<file path="config.mk">
export PLATFORM = sky130hd
export DESIGN_NAME = mste_mac
export DESIGN_NICKNAME = d
export VERILOG_FILES = /design/src/rtl/core/mste_pkg.sv /design/src/rtl/core/mste_mac.sv
export VERILOG_INCLUDE_DIRS = /design/src /design/src/rtl/core
export SDC_FILE = /design/constraint.sdc
export NUM_CORES = 2
export LEC_CHECK = 0
export BUFFER_PORTS_ARGS = -buffer_cell sky130_fd_sc_hd__buf_2
export CORE_MARGIN = 5
export CORE_UTILIZATION = 60
export CTS_BUF_LIST = sky130_fd_sc_hd__clkbuf_4
export DETAILED_ROUTE_END_ITERATION = 8
export PLACE_DENSITY = 0.8
export SETUP_SLACK_MARGIN = 0.1
export SLEW_MARGIN = 20
export SYNTH_ARGS = -nofsm -noshare
export SYNTH_HDL_FRONTEND = slang
export SYNTH_SLANG_ARGS = --single-unit
</file>
<file path="constraint.sdc">
create_clock -name clk -period 7.6 [get_ports clk]
set_clock_uncertainty 0.2 [all_clocks]
set_input_delay 0.76 -clock clk [delete_from_list [all_inputs] [get_ports clk]]
set_output_delay 0.76 -clock clk [all_outputs]
set_load 0.005 [all_outputs]
</file>
<file path="src/rtl/core/matrix_stack_transform_engine_core_assert.svh">
// assertion macros shared by the transform engine rtl
`ifndef MATRIX_STACK_TRANSFORM_ENGINE_CORE_ASSERT_SVH
`define MATRIX_STACK_TRANSFORM_ENGINE_CORE_ASSERT_SVH

`ifndef SYNTHESIS
`define MSTE_ASSERT(lbl, clk, rstn, prop) \
	lbl: assert property (@(posedge clk) disable iff (!rstn) prop) \
		else $error("assertion failed");
`define MSTE_ASSERT_ALWAYS(lbl, clk, prop) \
	lbl: assert property (@(posedge clk) prop) else $error("assertion failed");
`else
`define MSTE_ASSERT(lbl, clk, rstn, prop)
`define MSTE_ASSERT_ALWAYS(lbl, clk, prop)
`endif

`endif

</file>
<file path="src/rtl/core/mste_pkg.sv">
`timescale 1ns / 1ps

package mste_pkg;

	localparam int STACK_DEPTH = 32;
	localparam int FRAC_BITS   = 16;
	localparam int DATA_W      = 32;
	localparam int CNT_W       = $clog2(STACK_DEPTH + 1);
	localparam int SLOT_W      = $clog2(2 * STACK_DEPTH);
	localparam int MEM_AW      = SLOT_W + 4;
	localparam int MEM_DEPTH   = 2 * STACK_DEPTH * 16;
	localparam int ACC_W       = 2 * DATA_W + 2;
	localparam int SEQ_W       = 6;

	localparam logic signed [DATA_W-1:0] ONE_FX = DATA_W'(1) << FRAC_BITS;

	typedef enum logic [3:0] {
		REQ_SELECT = 4'd0,
		REQ_IDENT  = 4'd1,
		REQ_LOAD   = 4'd2,
		REQ_MULT   = 4'd3,
		REQ_TRANS  = 4'd4,
		REQ_SCALE  = 4'd5,
		REQ_PUSH   = 4'd6,
		REQ_POP    = 4'd7,
		REQ_VERTEX = 4'd8
	} req_code_t;

	typedef enum logic [1:0] {
		SEL_MODELVIEW  = 2'd0,
		SEL_PROJECTION = 2'd1
	} sel_code_t;

	typedef enum logic [1:0] {
		ST_OK        = 2'd0,
		ST_INVALID   = 2'd1,
		ST_UNDERFLOW = 2'd2,
		ST_OVERFLOW  = 2'd3
	} status_t;

	typedef enum logic [2:0] {
		JOB_MVP,
		JOB_MULT,
		JOB_TRANS,
		JOB_SCALE,
		JOB_VERT
	} job_t;

	typedef enum logic [2:0] {
		S_IDLE,
		S_RUN,
		S_DRAIN,
		S_COPY,
		S_IDENT,
		S_PUSH,
		S_POP,
		S_DONE
	} state_t;

	typedef struct packed {
		logic [3:0]               req_type;
		logic [1:0]               matrix_select;
		logic [3:0]               element_index;
		logic                     last_element;
		logic signed [DATA_W-1:0] arg_x;
		logic signed [DATA_W-1:0] arg_y;
		logic signed [DATA_W-1:0] arg_z;
		logic signed [DATA_W-1:0] arg_w;
	} cmd_t;

	typedef struct packed {
		logic signed [DATA_W-1:0] out_x;
		logic signed [DATA_W-1:0] out_y;
		logic signed [DATA_W-1:0] out_z;
		logic signed [DATA_W-1:0] out_w;
		logic                     vertex_valid;
		logic [1:0]               status;
	} result_t;

	typedef struct packed {
		logic                     valid;
		logic                     first;
		logic                     last;
		job_t                     job;
		logic [3:0]               dot;
		logic signed [DATA_W-1:0] a;
		logic signed [DATA_W-1:0] b;
		logic signed [DATA_W-1:0] addend;
	} mac_issue_t;

	typedef struct packed {
		logic                     valid;
		job_t                     job;
		logic [3:0]               dot;
		logic signed [DATA_W-1:0] value;
	} mac_wb_t;

	function automatic logic signed [DATA_W-1:0] ident_elem(input logic [3:0] idx);
		return (idx[1:0] == idx[3:2]) ? ONE_FX : '0;
	endfunction

endpackage

</file>
<file path="src/rtl/core/mste_mac.sv">
`timescale 1ns / 1ps
`include "matrix_stack_transform_engine_core_assert.svh"

module mste_mac
	import mste_pkg::*;
(
	input  logic       clk,
	input  logic       arst_n,
	input  mac_issue_t iss,
	output mac_wb_t    wb,
	output logic       busy
);

	localparam int SUM_W = ACC_W + 1;

	mac_issue_t                iss_s1;
	mac_issue_t                ctl_s2;
	mac_issue_t                ctl_s3;
	logic signed [2*DATA_W-1:0] p_s2;
	logic signed [ACC_W-1:0]    acc_s3;
	logic signed [SUM_W-1:0]    sum;
	logic signed [DATA_W-1:0]   sat;
	logic                       wb_valid_q;
	job_t                       wb_job_q;
	logic [3:0]                 wb_dot_q;
	logic signed [DATA_W-1:0]   wb_value_q;

	always_ff @(posedge clk or negedge arst_n) begin
		if (!arst_n) begin
			iss_s1 <= '0;
			ctl_s2 <= '0;
			ctl_s3 <= '0;
			wb_valid_q <= 1'b0;
		end else begin
			iss_s1 <= iss;
			ctl_s2 <= iss_s1;
			ctl_s3 <= ctl_s2;
			wb_valid_q <= ctl_s3.valid && ctl_s3.last;
		end
	end

	always_ff @(posedge clk) begin
		p_s2 <= iss_s1.a * iss_s1.b;
		if (ctl_s2.valid) begin
			acc_s3 <= (ctl_s2.first ? ACC_W'(0) : acc_s3) + ACC_W'(p_s2);
		end
		wb_job_q   <= ctl_s3.job;
		wb_dot_q   <= ctl_s3.dot;
		wb_value_q <= sat;
	end

	// floor shift of the exact sum, then addend, then clamp
	always_comb begin
		sum = SUM_W'(acc_s3 >>> FRAC_BITS) + SUM_W'(ctl_s3.addend);
		if (sum[SUM_W-1:DATA_W-1] == {(SUM_W-DATA_W+1){sum[SUM_W-1]}}) begin
			sat = sum[DATA_W-1:0];
		end else if (sum[SUM_W-1]) begin
			sat = {1'b1, {(DATA_W-1){1'b0}}};
		end else begin
			sat = {1'b0, {(DATA_W-1){1'b1}}};
		end
	end

	always_comb begin
		wb.valid = wb_valid_q;
		wb.job   = wb_job_q;
		wb.dot   = wb_dot_q;
		wb.value = wb_value_q;
	end

	assign busy = iss_s1.valid || ctl_s2.valid || ctl_s3.valid || wb_valid_q;

	`MSTE_ASSERT(a_wb_follows_last, clk, arst_n, wb.valid |-> $past(iss.valid && iss.last, 4))
	`MSTE_ASSERT(a_last_gives_wb, clk, arst_n, ctl_s3.valid && ctl_s3.last |=> wb.valid)
	`MSTE_ASSERT(a_terms_contiguous, clk, arst_n, iss_s1.valid && !iss_s1.first |-> $past(iss_s1.valid))

endmodule

</file>
## Yosys cells after proc, flatten, opt, wreduce, memory -nomap -nowiden

Cells that the tools add are included.
Widths: inputs -> output; s select.

- Bits in registers: 359
- Input port bits: 108
- Output and inout port bits: 41
- Logic and storage cells: 36

- Add/subtract/negate cells: 2
- Multiply operators: 1
- Equality and inequality tests: 1
- Multiplexer cells: 3
- Reduce and logical (&&, ||, !) cells: 4

Operators by type and width:

| cell | count |
|---|---|
| $add 66x64->66 | 1 |
| $mux 66 | 1 |
| $mul 32x32->64 | 1 |
| $mux 32 | 2 |
| $add 50x32->51 | 1 |
| $eq 35x35->1 | 1 |
| $logic_or 1x1->1 | 3 |
| $logic_and 1x1->1 | 1 |

## Logic depth before layout (Yosys ltp)

- Depth in word-level cells: 3
- Gate-level depth with buffers: 29
- Depth with buffers taken out: 28

## Worst setup path before layout

OpenSTA, ideal clock, no wires.

- Path kind: reg-to-reg
- From: register iss_s1[35] in the netlist's numbering
- To: register p_s2[62]
- Setup time: 0.072 ns
- Data arrival time: 7.719 ns
- Required time: 7.328 ns
- Setup slack: -0.391 ns
- Stages on the path, launching flop included: 27
- Buffers on the path: 1
- Clock period less this slack: 7.991 ns
- Path through: dfrtp_1 > clkbuf_1 > nand2_1 > fa_1 > fa_1 > inv_1 > fa_1 > fa_1 > inv_1 > fa_1 > inv_1 > fa_1 > inv_1 > fa_1 > inv_1 > fa_1 > ha_1 > and2_0 > a22o_1 > o21a_1 > o21ai_0 > nand2b_1 > a21oi_1 > nor2_1 > a211oi_1 > o21a_1 > xnor2_1

- Word-level cells in the longest chain between the ends: 1

Ends and longest elaborated chain:

| element | RTL line | text |
|---|---|---|
| start: declaration | mste_mac.sv:16 | `mac_issue_t iss_s1;` |
| start signal: assignment | mste_mac.sv:35 | `iss_s1 <= iss;` |
| $mul 32x32->64 | mste_mac.sv:43 | `p_s2 <= iss_s1.a * iss_s1.b;` |
| end signal: assignment | mste_mac.sv:43 |  |
| end: declaration | mste_mac.sv:19 | `logic signed [2*DATA_W-1:0] p_s2;` |

No other way between the ends.
A chain may end at the register's enable or synchronous reset.

## Worst setup path in the final report

- From: register iss_s1[77] in the netlist's numbering
- To: register p_s2[62]

The elaborated chain is that of the path after synthesis.

==> impl_metrics.yaml <==
synthesis:
  synthTopCellsByArea: "fa_1 (42%), dfrtp_1 (9.1%), inv_1 (7.3%), ha_1 (7.2%), and2_1 (6.1%)"
  synth_cells: 5348
  seq_area_frac_synth_pct: 16.9
  synthFlopType: "dfrtp_1"
  synth_nets: 6839
  synth_top_cell_by_area: "fa_1"
  yosysWarnings: 0
  syn_area_per_cell_um2: 9.76
  synth_area_um2: 52200
  yosys.area.top_type_share_pct: 41.6
  ys_ff_latch: 359
  synth_cell_types: 83
  synth-edff-count: 66
  async_flop_share_pct: 52.9
worst_hold_path:
  min_path_type: "flip-flop to flip-flop"
sta:
  setup_viol: 6
  min_period_over_period_pct: 103
  relSlewSlack_pct: 39.2
  layout_min_cycle_time_ns: 7.79
  worstMarginPinSlew_ns: 0.912
  finalHoldViolations: 0
  maxSlewViolCount: 0
  setup_slack_ns: -0.195
  max_freq_ghz: 0.128
  rsz0062_at_grt: "yes"
clock_network:
  cts_num_sinks: 359
  clockBufferDepth: 3
  cts-root-buf: "clkbuf_4"
  clk_pin_slew_ns: 0.07
  cts_tree: "done"
  htree_levels: 3
  numCtsBuffers: 101
  clk_latency_ns: 0.97
global_routing:
  grt_max_degree: 77
  first_global_vias: 42600
  antenna_found_initial: 4
  gr-usage-all-layers_pct: 29.9
  grt_overflow: 0
  grt_pass1_wl_um: 223000
final_layout:
  final_area_um2: 59700
  drive_above_1_share_pct: 14.0
  area_delta_synth_final_pct: 14.4
  finalNetCount: 7289
  final_util_pct: 69.0
  multi_input_area_um2: 39200
  seqCellArea_um2: 8830
  fillers: 6179
critical_path:
  cp-end-kind: "flip-flop"
  worst_ep_required_time_ns: 8.19
  worstSetupPathType: "flip-flop to flip-flop"
  crit_fanout: 11
  start_kind: "flip-flop"
  crit_top_cell: "fa_1"
  max_stage_delay_ns: 0.55
  crit_slowest_cell: "fa_1"
  crit_arrival_ns: 8.39
detailed_routing:
  detail-route-antenna-nets: 0
  viasPerCell: 5.49
  num_vias: 38700
  drc: 0
  drt-total-wl_um: 137000
  drt-pass1-iter-count: 7
  first_iter_violations: 2769
  routedWlPerCell_um: 19.4
placement:
  placed_cell_area_um2: 56300
  place.port_buffers: 148
  gp_congestion: 0.956
  dp_hpwl_um: 110000
floorplan:
  dieArea_um2: 93000
  start_util_pct: 60.3
  die_y_um: 305
  core_area_um2: 86600
  num_io_pins: 149
  dieWidth_um: 305
  row_count: 108
flow_run:
  drv_cap: 0
outcome:
  outcome: "complete, but fails checks"
  violations: "setup timing"
flip-flops by register name, summed over array words and instances (netlist names):
register    cells
acc_s3         66
ctl_s2         42
ctl_s3         41
iss_s1        106
p_s2           64
wb_dot_q        4
wb_job_q        3
wb_valid_q      1
wb_value_q     32
metrics by stage:
step	setup slack [ns]	TNS, ns	instances	hold slack (ns)
after floorplan	0.0376	0	5348	0.124
after global placement	-0.271	-2.42	6710	0.125
after CTS	-0.0278	-0.0677	7020	0.125
final	-0.195	-0.647	7047	0.140
after global routing	-0.433	-3.79	7045	0.124
after detailed placement	-0.363	-4.49	6710	0.127
layer usage:
layer	track usage, %	part of all wire, %
met5	0	0.0095
met4	9.45	3.3
met3	8.50	10
met2	47.4	46
met1	40.4	40
final timing paths:
path,start,endpoint,slack [ns],cells after the start
min in group asynchronous,arst_n,iss_s1[35]$_DFF_PN0_,0.23,2
worst min-delay path,ctl_s3[101]$_DFF_PN0_,wb_job_q[1]$_DFF_P_,0.14,0
worst max register to register,iss_s1[77]$_DFF_PN0_,p_s2[62]$_DFF_P_,-0.19,27
worst max-delay path,iss_s1[77]$_DFF_PN0_,p_s2[62]$_DFF_P_,-0.19,27
worst min register to register,ctl_s3[101]$_DFF_PN0_,wb_job_q[1]$_DFF_P_,0.14,0
max in group asynchronous,arst_n,ctl_s2[104]$_DFF_PN0_,5.56,3
worst max-delay path, delay by kind of cell (launching register included):
kind | cells | cell delay [ns]
buf+inv | 5 | 0.39
compound gates | 8 | 1.48
flops | 1 | 0.46
simple gates | 4 | 0.54
fa+ha+maj | 9 | 4.47
xor+xnor | 1 | 0.11
final cells by class:
type,count,share of cell area (%)
flip-flops and latches,359,14.8
inverters,1009,6.35
multi-input cells,3729,65.7
clock buffers,139,1.75
repair buffers,598,8.31
well taps,1155,2.42
diodes,5,0.0209
clock inverters,53,0.658
cell usage after synthesis (66+ instances only):
cell	n
fa_1	1084
inv_1	1009
nand2_1	634
and2_1	509
ha_1	299
clkbuf_1	242
dfrtp_1	190
a21oi_1	173
nor2_1	128
o21ai_0	117
xnor2_1	114
dfxtp_1	103
a21o_1	97
nor2b_1	83
edfxtp_1	66
cells by family after synthesis:
logic type	count (synthesis)	share of synthesized area, %
xor+xnor	167	2.80
compound gates	612	7.44
simple gates	1567	15.1
buf+inv	1260	9.11
fa+ha+maj	1383	48.7
flops	359	16.9
cell usage in the layout (no fill, tap or decap), drive strengths merged, types with 114 or more instances in the layout:
master | Yosys | routed
a21oi | 175 | 175
and2 | 510 | 510
buf | 7 | 490
clkbuf | 244 | 140
dfrtp | 190 | 190
fa | 1084 | 1084
ha | 299 | 299
inv | 1009 | 1010
nand2 | 634 | 634
nor2 | 128 | 128
o21ai | 147 | 147
xnor2 | 114 | 114
what timing repair did:
action	in CTS	in global routing
resized for setup	78	101
pin swaps	26	64
endpoints found under the setup margin	27	30
setup buffers	11	21
endpoints found under the hold margin	180	0
hold buffers	107	0
cloned	0	1
Power is left out: the tool's default activity adds up to more than one toggle a clock period on the data nets, which glitch-free logic cannot reach.
